**config.mk**
```make
export PLATFORM = sky130hd
export DESIGN_NAME = magnetorquer_play_hysteresis_core
export DESIGN_NICKNAME = d
export VERILOG_FILES = /design/src/sv/mtq_pkg.sv /design/src/sv/magnetorquer_play_hysteresis_core.sv
export SDC_FILE = /design/constraint.sdc
export NUM_CORES = 2
export LEC_CHECK = 0
export ABC_AREA = 1
export CAP_MARGIN = 20
export CORE_MARGIN = 8
export CORE_UTILIZATION = 60
export DETAILED_ROUTE_END_ITERATION = 7
export DONT_BUFFER_PORTS = 1
export GPL_TIMING_DRIVEN = 0
export PLACE_DENSITY = 0.76
export SYNTH_ARGS = -nofsm -noshare
export SYNTH_HDL_FRONTEND = slang
export SYNTH_SLANG_ARGS = --single-unit
```
**constraint.sdc**
```tcl
create_clock -name clk -period 14.8 [get_ports clk]
set_input_delay 0.74 -clock clk [delete_from_list [all_inputs] [get_ports clk]]
set_output_delay 0.74 -clock clk [all_outputs]
set_load 0.01 [all_outputs]
```
**src/sv/mtq_pkg.sv**
```systemverilog
// mtq_pkg: shared constants, beat types, register indexes and sequencer states
// for the magnetorquer play-hysteresis core. No dependencies.
package mtq_pkg;

    localparam int AXES        = 3;
    localparam int DIPOLE_BITS = 24;

    localparam int LIM_W      = 23;
    localparam int SCALE_W    = 16;
    localparam int COEFF_W    = 32;
    localparam int POWER_W    = 32;
    localparam int CFG_IDX_W  = 3;
    localparam int CFG_DATA_W = 32;

    // Q1.15 gain, one plus the scale error, always fits 17 bits unsigned
    localparam int FRAC_BITS  = 15;
    localparam int GAIN_W     = FRAC_BITS + 2;
    localparam int GAIN_ONE   = 1 << FRAC_BITS;
    localparam int ROUND_HALF = 1 << (FRAC_BITS - 1);

    // scaled value and play window widths
    localparam int Q_W   = DIPOLE_BITS + 2;
    localparam int BND_W = ((Q_W > LIM_W + 1) ? Q_W : LIM_W + 1) + 1;
    localparam int MUL_W = (BND_W > COEFF_W + 1) ? BND_W : COEFF_W + 1;
    localparam int PROD_W = 2 * MUL_W;
    localparam int SUM_W  = ((2 * DIPOLE_BITS + 2) > COEFF_W + 1) ?
                            (2 * DIPOLE_BITS + 2) : COEFF_W + 1;
    localparam int AXIS_W = (AXES > 1) ? $clog2(AXES) : 1;

    localparam longint DIP_MAX = (longint'(1) <<< (DIPOLE_BITS - 1)) - 1;
    localparam longint DIP_MIN = -DIP_MAX - 1;

    typedef enum logic [CFG_IDX_W-1:0] {
        REG_MAX_DIPOLE    = 3'd0,
        REG_RESIDUAL      = 3'd1,
        REG_SCALE_ERROR   = 3'd2,
        REG_POWER_COEFF   = 3'd3,
        REG_FAULT_STUCK   = 3'd4,
        REG_FAULT_DROPOUT = 3'd5
    } cfg_reg_t;

    typedef enum logic [3:0] {
        ST_IDLE,
        ST_SCALE,
        ST_BOUND,
        ST_PLAY,
        ST_STORE,
        ST_SQUARE,
        ST_ACCUM,
        ST_POWER,
        ST_FINISH
    } seq_state_t;

    typedef struct packed {
        logic                          action;
        logic signed [DIPOLE_BITS-1:0] cmd_x;
        logic signed [DIPOLE_BITS-1:0] cmd_y;
        logic signed [DIPOLE_BITS-1:0] cmd_z;
    } cmd_item_t;

    typedef struct packed {
        logic signed [DIPOLE_BITS-1:0] dipole_x;
        logic signed [DIPOLE_BITS-1:0] dipole_y;
        logic signed [DIPOLE_BITS-1:0] dipole_z;
        logic        [POWER_W-1:0]     bus_power;
    } res_item_t;

endpackage

```
**src/sv/magnetorquer_play_hysteresis_core.sv**
```systemverilog
// magnetorquer_play_hysteresis_core: per-axis clamp, gain, play operator and bus power
// under a small sequencer, with the gain, the squares and the power product run through
// one shared signed multiplier; uses mtq_pkg. Each command beat steps through scale,
// bound, play and store for every axis, then square and accumulate for every axis, then
// power and finish; the stuck fault skips the play update. No new beat is taken until the
// sequencer is back in idle. Reset clears the control, configuration and play registers.
module magnetorquer_play_hysteresis_core (
    input  logic                          clk,
    input  logic                          rst_n,
    input  logic                          cmd_valid,
    output logic                          cmd_stall,
    input  mtq_pkg::cmd_item_t            cmd_item,
    output logic                          res_valid,
    input  logic                          res_stall,
    output mtq_pkg::res_item_t            res_item,
    input  logic                          cfg_valid,
    output logic                          cfg_ready,
    input  logic [mtq_pkg::CFG_IDX_W-1:0] cfg_index,
    input  logic [mtq_pkg::CFG_DATA_W-1:0] cfg_data
);
    import mtq_pkg::*;

    localparam logic signed [BND_W-1:0] SAT_HI = BND_W'(DIP_MAX);
    localparam logic signed [BND_W-1:0] SAT_LO = BND_W'(DIP_MIN);

    // configuration
    logic        [LIM_W-1:0]   max_dipole_reg;
    logic        [LIM_W-1:0]   residual_reg;
    logic signed [SCALE_W-1:0] scale_error_reg;
    logic        [COEFF_W-1:0] power_coeff_reg;
    logic                      fault_stuck_reg;
    logic                      fault_dropout_reg;

    // sequencer
    seq_state_t        state_reg, state_next;
    logic [AXIS_W-1:0] axis_reg, axis_next;
    logic              last_axis;

    // per-axis state and working registers
    logic signed [DIPOLE_BITS-1:0] cmd_reg  [AXES];
    logic signed [DIPOLE_BITS-1:0] pos_reg  [AXES];
    logic signed [DIPOLE_BITS-1:0] held_reg [AXES];
    logic signed [PROD_W-1:0]      prod_reg;
    logic signed [BND_W-1:0]       lo_reg, hi_reg, box_reg;
    logic        [SUM_W-1:0]       sum_reg, sum_next;
    logic                          res_valid_reg, res_valid_next;
    res_item_t                     res_item_reg, res_item_next;

    logic                          accept, load_res, zero_cmd;
    logic signed [DIPOLE_BITS-1:0] all_cmd  [3];
    logic signed [DIPOLE_BITS-1:0] held_pad [3];

    logic signed [BND_W-1:0]       lim_w, res_w, x_w, x_clamp;
    logic signed [BND_W-1:0]       q_w, lo_next, hi_next, pos_w, box_next;
    logic signed [BND_W-1:0]       sat_w, lim_sat;
    logic signed [PROD_W-1:0]      rounded;
    logic signed [Q_W-1:0]         q_val;
    logic        [GAIN_W-1:0]      gain;
    logic signed [DIPOLE_BITS:0]   held_w, held_mag;
    logic signed [MUL_W-1:0]       mul_a, mul_b;
    logic signed [DIPOLE_BITS-1:0] pos_new, held_new;
    logic        [POWER_W-1:0]     power_val;
    logic                          power_sat;

    assign cfg_ready = 1'b1;
    assign cmd_stall = (state_reg != ST_IDLE);
    assign accept    = cmd_valid && !cmd_stall;
    assign zero_cmd  = cmd_item.action || fault_dropout_reg;
    assign last_axis = (axis_reg == AXIS_W'(AXES - 1));
    assign res_valid = res_valid_reg;
    assign res_item  = res_item_reg;

    always_comb
    begin
        all_cmd[0] = cmd_item.cmd_x;
        all_cmd[1] = cmd_item.cmd_y;
        all_cmd[2] = cmd_item.cmd_z;
        for (int i = 0; i < 3; i++)
        begin
            held_pad[i] = '0;
        end
        for (int i = 0; i < AXES; i++)
        begin
            held_pad[i] = held_reg[i];
        end
    end

    // datapath around the shared multiplier
    always_comb
    begin
        lim_w = signed'({{(BND_W - LIM_W){1'b0}}, max_dipole_reg});
        res_w = signed'({{(BND_W - LIM_W){1'b0}}, residual_reg});

        // input clamp to +/- max dipole
        x_w = BND_W'(cmd_reg[axis_reg]);
        if (max_dipole_reg != '0 && x_w < -lim_w)
            x_clamp = -lim_w;
        else if (max_dipole_reg != '0 && x_w > lim_w)
            x_clamp = lim_w;
        else
            x_clamp = x_w;
        gain = GAIN_W'(GAIN_ONE) + GAIN_W'(unsigned'(GAIN_W'(scale_error_reg)));

        // round half up, then the play window around the scaled value
        rounded = prod_reg + PROD_W'(ROUND_HALF);
        q_val   = rounded[FRAC_BITS +: Q_W];
        q_w     = BND_W'(q_val);
        lo_next = q_w - res_w;
        hi_next = q_w + res_w;

        pos_w = BND_W'(pos_reg[axis_reg]);
        if (pos_w < lo_reg)
            box_next = lo_reg;
        else if (pos_w > hi_reg)
            box_next = hi_reg;
        else
            box_next = pos_w;

        if (box_reg > SAT_HI)
            sat_w = SAT_HI;
        else if (box_reg < SAT_LO)
            sat_w = SAT_LO;
        else
            sat_w = box_reg;
        if (max_dipole_reg != '0 && sat_w < -lim_w)
            lim_sat = -lim_w;
        else if (max_dipole_reg != '0 && sat_w > lim_w)
            lim_sat = lim_w;
        else
            lim_sat = sat_w;
        pos_new  = sat_w[DIPOLE_BITS-1:0];
        held_new = lim_sat[DIPOLE_BITS-1:0];

        held_w   = (DIPOLE_BITS + 1)'(held_reg[axis_reg]);
        held_mag = held_w[DIPOLE_BITS] ? -held_w : held_w;

        unique case (state_reg)
            ST_SQUARE:
            begin
                mul_a = signed'({{(MUL_W - DIPOLE_BITS){1'b0}}, held_mag[DIPOLE_BITS-1:0]});
                mul_b = mul_a;
            end
            // the power product must stay put while the result waits
            ST_POWER, ST_FINISH:
            begin
                mul_a = signed'({{(MUL_W - COEFF_W){1'b0}}, sum_reg[COEFF_W-1:0]});
                mul_b = signed'({{(MUL_W - COEFF_W){1'b0}}, power_coeff_reg});
            end
            default:
            begin
                mul_a = MUL_W'(x_clamp);
                mul_b = signed'({{(MUL_W - GAIN_W){1'b0}}, gain});
            end
        endcase

        power_sat = (sum_reg[SUM_W-1:COEFF_W] != '0) ||
                    (prod_reg[2*COEFF_W-1:COEFF_W] != '0);
        if (max_dipole_reg == '0 || power_coeff_reg == '0 || sum_reg == '0)
            power_val = '0;
        else if (power_sat)
            power_val = '1;
        else
            power_val = prod_reg[POWER_W-1:0];
    end

    // sequencer
    always_comb
    begin
        state_next     = state_reg;
        axis_next      = axis_reg;
        sum_next       = sum_reg;
        load_res       = 1'b0;
        res_item_next  = res_item_reg;

        unique case (state_reg)
            ST_IDLE:
            begin
                if (accept)
                begin
                    axis_next  = '0;
                    sum_next   = '0;
                    state_next = fault_stuck_reg ? ST_SQUARE : ST_SCALE;
                end
            end
            ST_SCALE:  state_next = ST_BOUND;
            ST_BOUND:  state_next = ST_PLAY;
            ST_PLAY:   state_next = ST_STORE;
            ST_STORE:
            begin
                axis_next  = last_axis ? '0 : AXIS_W'(axis_reg + 1'b1);
                state_next = last_axis ? ST_SQUARE : ST_SCALE;
            end
            ST_SQUARE: state_next = ST_ACCUM;
            ST_ACCUM:
            begin
                sum_next   = sum_reg + prod_reg[SUM_W-1:0];
                axis_next  = last_axis ? '0 : AXIS_W'(axis_reg + 1'b1);
                state_next = last_axis ? ST_POWER : ST_SQUARE;
            end
            ST_POWER:  state_next = ST_FINISH;
            ST_FINISH:
            begin
                // wait while the previous result still sits in the output register
                if (!res_valid_reg || !res_stall)
                begin
                    load_res                = 1'b1;
                    res_item_next.dipole_x  = held_pad[0];
                    res_item_next.dipole_y  = held_pad[1];
                    res_item_next.dipole_z  = held_pad[2];
                    res_item_next.bus_power = power_val;
                    state_next              = ST_IDLE;
                end
            end
            default:   state_next = ST_IDLE;
        endcase

        res_valid_next = (res_valid_reg && res_stall) || load_res;
    end

    always_ff @(posedge clk or negedge rst_n)
    begin
        if (!rst_n)
        begin
            state_reg         <= ST_IDLE;
            axis_reg          <= '0;
            res_valid_reg     <= 1'b0;
            max_dipole_reg    <= '0;
            residual_reg      <= '0;
            scale_error_reg   <= '0;
            power_coeff_reg   <= '0;
            fault_stuck_reg   <= 1'b0;
            fault_dropout_reg <= 1'b0;
            for (int i = 0; i < AXES; i++)
            begin
                pos_reg[i]  <= '0;
                held_reg[i] <= '0;
            end
        end
        else
        begin
            state_reg     <= state_next;
            axis_reg      <= axis_next;
            res_valid_reg <= res_valid_next;
            if (state_reg == ST_STORE)
            begin
                pos_reg[axis_reg]  <= pos_new;
                held_reg[axis_reg] <= held_new;
            end
            if (cfg_valid && cfg_ready)
            begin
                unique case (cfg_index)
                    REG_MAX_DIPOLE:    max_dipole_reg    <= cfg_data[LIM_W-1:0];
                    REG_RESIDUAL:      residual_reg      <= cfg_data[LIM_W-1:0];
                    REG_SCALE_ERROR:   scale_error_reg   <= signed'(cfg_data[SCALE_W-1:0]);
                    REG_POWER_COEFF:   power_coeff_reg   <= cfg_data[COEFF_W-1:0];
                    REG_FAULT_STUCK:   fault_stuck_reg   <= cfg_data[0];
                    REG_FAULT_DROPOUT: fault_dropout_reg <= cfg_data[0];
                    default:           ;
                endcase
            end
        end
    end

    // payload registers
    always_ff @(posedge clk)
    begin
        prod_reg <= mul_a * mul_b;
        sum_reg  <= sum_next;
        if (state_reg == ST_BOUND)
        begin
            lo_reg <= lo_next;
            hi_reg <= hi_next;
        end
        if (state_reg == ST_PLAY)
            box_reg <= box_next;
        if (accept)
        begin
            for (int i = 0; i < AXES; i++)
            begin
                cmd_reg[i] <= zero_cmd ? '0 : all_cmd[i];
            end
        end
        if (load_res)
            res_item_reg <= res_item_next;
    end

endmodule
```
==> flow_metrics.tcl <==
set metrics [dict create \
    initial_core_util 0.602 \
    maxSlewViolCount 0 \
    rows 128 \
    cp-end-kind "flop" \
    drive_above_1_share 0.0505 \
    dr.pass1.iters 8 \
    fillers 10300 \
    insertion_delay_ns 0.67 \
    cpPeakStageDelay_ns 1.03 \
    crit_arrival_ns 14.97 \
    max_freq_mhz 69.5 \
    die_w_um 365 \
    grt_setup_unrepaired "false" \
    synthTopCellsByArea "fa_1, edfxtp_1, inv_1" \
    ys.warnings.count 0 \
    fin_nets 10300 \
    grtUsageMet3 0.184 \
    yosysMostFrequentCell "inv_1" \
    via_count 64900 \
    viasPerCell 6.24 \
    cp-startpoint "max_dipole_reg[0]" \
    grt_pass1_wl_um 433000 \
    cts.path.max_buffers 3 \
    required_ns 15.38 \
    cts_made_buffers 60 \
    cts_max_level 2 \
    finalSetupViolCount 0 \
    port_buffers 0 \
    drcViolationCount 9 \
    avgSynthCellArea_um2 8.53 \
    outcome "finished with violations" \
    yosysSeqAreaShare 0.228 \
    syn_inst 8571 \
    dp_hpwl_um 251000 \
    area_growth_pct 6.35 \
    ios 220 \
    antenna_found_initial 25 \
    synth_edf_count 306 \
    cts_resized 0 \
    synth.cell_area_um2 73100 \
    grtUsageTotal 0.448 \
    netlist.area_leader.share 0.300 \
    crit_fanout 10 \
    relSlewSlack 0.0385 \
    use_met1 0.608 \
    grt_pass1_vias 64100 \
    critPathKind "flop to flop" \
    setup-tns-final_ns 0 \
    instances_no_fill 10400 \
    ant_nets 0 \
    grt-busiest-layer "met2" \
    multi_input_area_um2 48200 \
    overflow 0 \
    drt_iter0_markers 9504 \
    grt_max_degree 248 \
    timing.hold.ws_ns -0.0278 \
    timing_hold_violations_final 8 \
    async_flop_share 0.400 \
    critPathLaunchType "flop" \
    grtUsageMet2 0.623 \
    violations "design-rule violations, negative hold slack" \
    yosys_most_used_dff "edfxtp_1" \
    die_height_um 365 \
    hp-class "primary input to asynchronous set/reset pin" \
    critPathMostFrequentCell "nand2_1" \
    ys_types 75 \
    finalWirelength_um 301000 \
    gp_congestion 1.13 \
    finalCritPeriodShare 0.972 \
    netlist.top_cell.by_area "fa_1" \
    clk_pin_slew_ns 0.06 \
    tightestPinTransition_ns 1.44 \
    wl_per_cell_um 28.9 \
    clock-root-buffer "clkbuf_16" \
    largest_register_ff_count 104 \
    design_area_um2 77800 \
    core_area_um2 121000 \
    ys_seq_elements 617 \
    min_period_ns 14.39 \
    tritoncts "built" \
    seqCellArea_um2 16700 \
    postCtsSetupRepairBufs 0 \
    reg2reg_from "max_dipole_reg[0]" \
    die-area_um2 133000 \
    drv_cap 0 \
    worst_path_max_delay_cell "o21ai_0" \
    dp.cells 10200 \
    clock-sinks 617 \
    placed_cell_area_um2 75600 \
    synth_commonest_cells "inv_1, nand2_1, fa_1, nor2_1, nand3_1" \
    skew_ns 0.0553 \
]
final timing paths:
kind / endpoint / depth (start not counted) / slack (ns)
min in group clk: power_coeff_reg[23] / 1 / 0.20
min reg2reg: res_item[51] / 0 / 0.48
min: max_dipole_reg[9] / 1 / -0.03
max reg2reg: prod_reg[55] / 44 / 0.41
max: prod_reg[55] / 44 / 0.41
max in group asynchronous: axis_reg[1] / 2 / 13.52
what timing repair did:
| item | CTS | global route |
|---|---|---|
| hold buffers | 1 | 0 |
| setup endpoints to repair | 0 | 0 |
| endpoints found under the hold margin | 247 | 0 |
through the flow:
stage / setup WS (ns) / utilization / hold WS [ns]
3_5_place_dp: 1.17 / 0.623 / 0.451
2_1_floorplan: 4.56 / - / 0.442
6_report: 0.412 / 0.641 / -0.0278
3_3_place_gp: 1.14 / 0.620 / 0.450
4_1_cts: 1.06 / 0.640 / 0.197
5_1_grt: 0.244 / 0.640 / 0.0182
kinds of logic after synthesis:
logic type | Yosys count | share of synthesized area
xor+xnor | 156 | 0.0187
simple gates | 3058 | 0.181
fa+ha+maj | 1523 | 0.373
flops | 617 | 0.228
other cells | 2 | 0.000103
mux | 1 | 0.000154
buf+inv | 2134 | 0.115
compound gates | 1080 | 0.0844
layout make-up:
type | instances | share of cell area
clock inverter | 37 | 0.00388
sequential | 617 | 0.214
antenna | 23 | 0.000740
buffer | 339 | 0.0215
tap | 1625 | 0.0261
timing repair buffer | 26 | 0.00529
inverter | 1795 | 0.0867
multi-input combinational | 5847 | 0.620
clock buffer | 77 | 0.0218
cells in the final DEF, fill, tap and decap left out, types with 15 or more instances in the layout:
cell type / n
o22ai_1: 25
buf_4: 21
dfxtp_1: 64
nand2_2: 22
buf_2: 99
o21a_1: 49
diode_2: 23
a22oi_1: 37
o21ai_0: 351
nor3_1: 34
clkbuf_1: 192
nand4_1: 106
dfrtp_1: 247
edfxtp_1: 306
a21oi_1: 422
xnor2_1: 34
nand2_4: 15
nand3_2: 15
and2_1: 15
nor2_1: 989
inv_2: 22
conb_1: 29
nand3_1: 456
clkinv_2: 15
nand2_1: 1282
nor2_2: 17
xor2_1: 122
o21ai_1: 18
nor4_1: 47
o211ai_1: 19
clkbuf_16: 64
a31oi_1: 48
inv_1: 1764
buf_6: 38
fa_1: 1096
ha_1: 427
worst max-delay path, delay by kind of cell (launching register included):
kind / cells / cell delay (ns)
simple gates: 24 / 4.18
xor+xnor: 1 / 0.19
fa+ha+maj: 11 / 5.70
compound gates: 4 / 2.61
flops: 1 / 0.55
buf+inv: 4 / 1.02
per-layer routing:
layer  wire length (µm)  up-vias
met3              48100     1067
li1                   -    26900
met5                 92        -
met1             114000    31700
met4              19400       14
met2             120000     5171
Power is left out: the tool's default activity adds up to more than one toggle a clock period on the data nets, which glitch-free logic cannot reach.
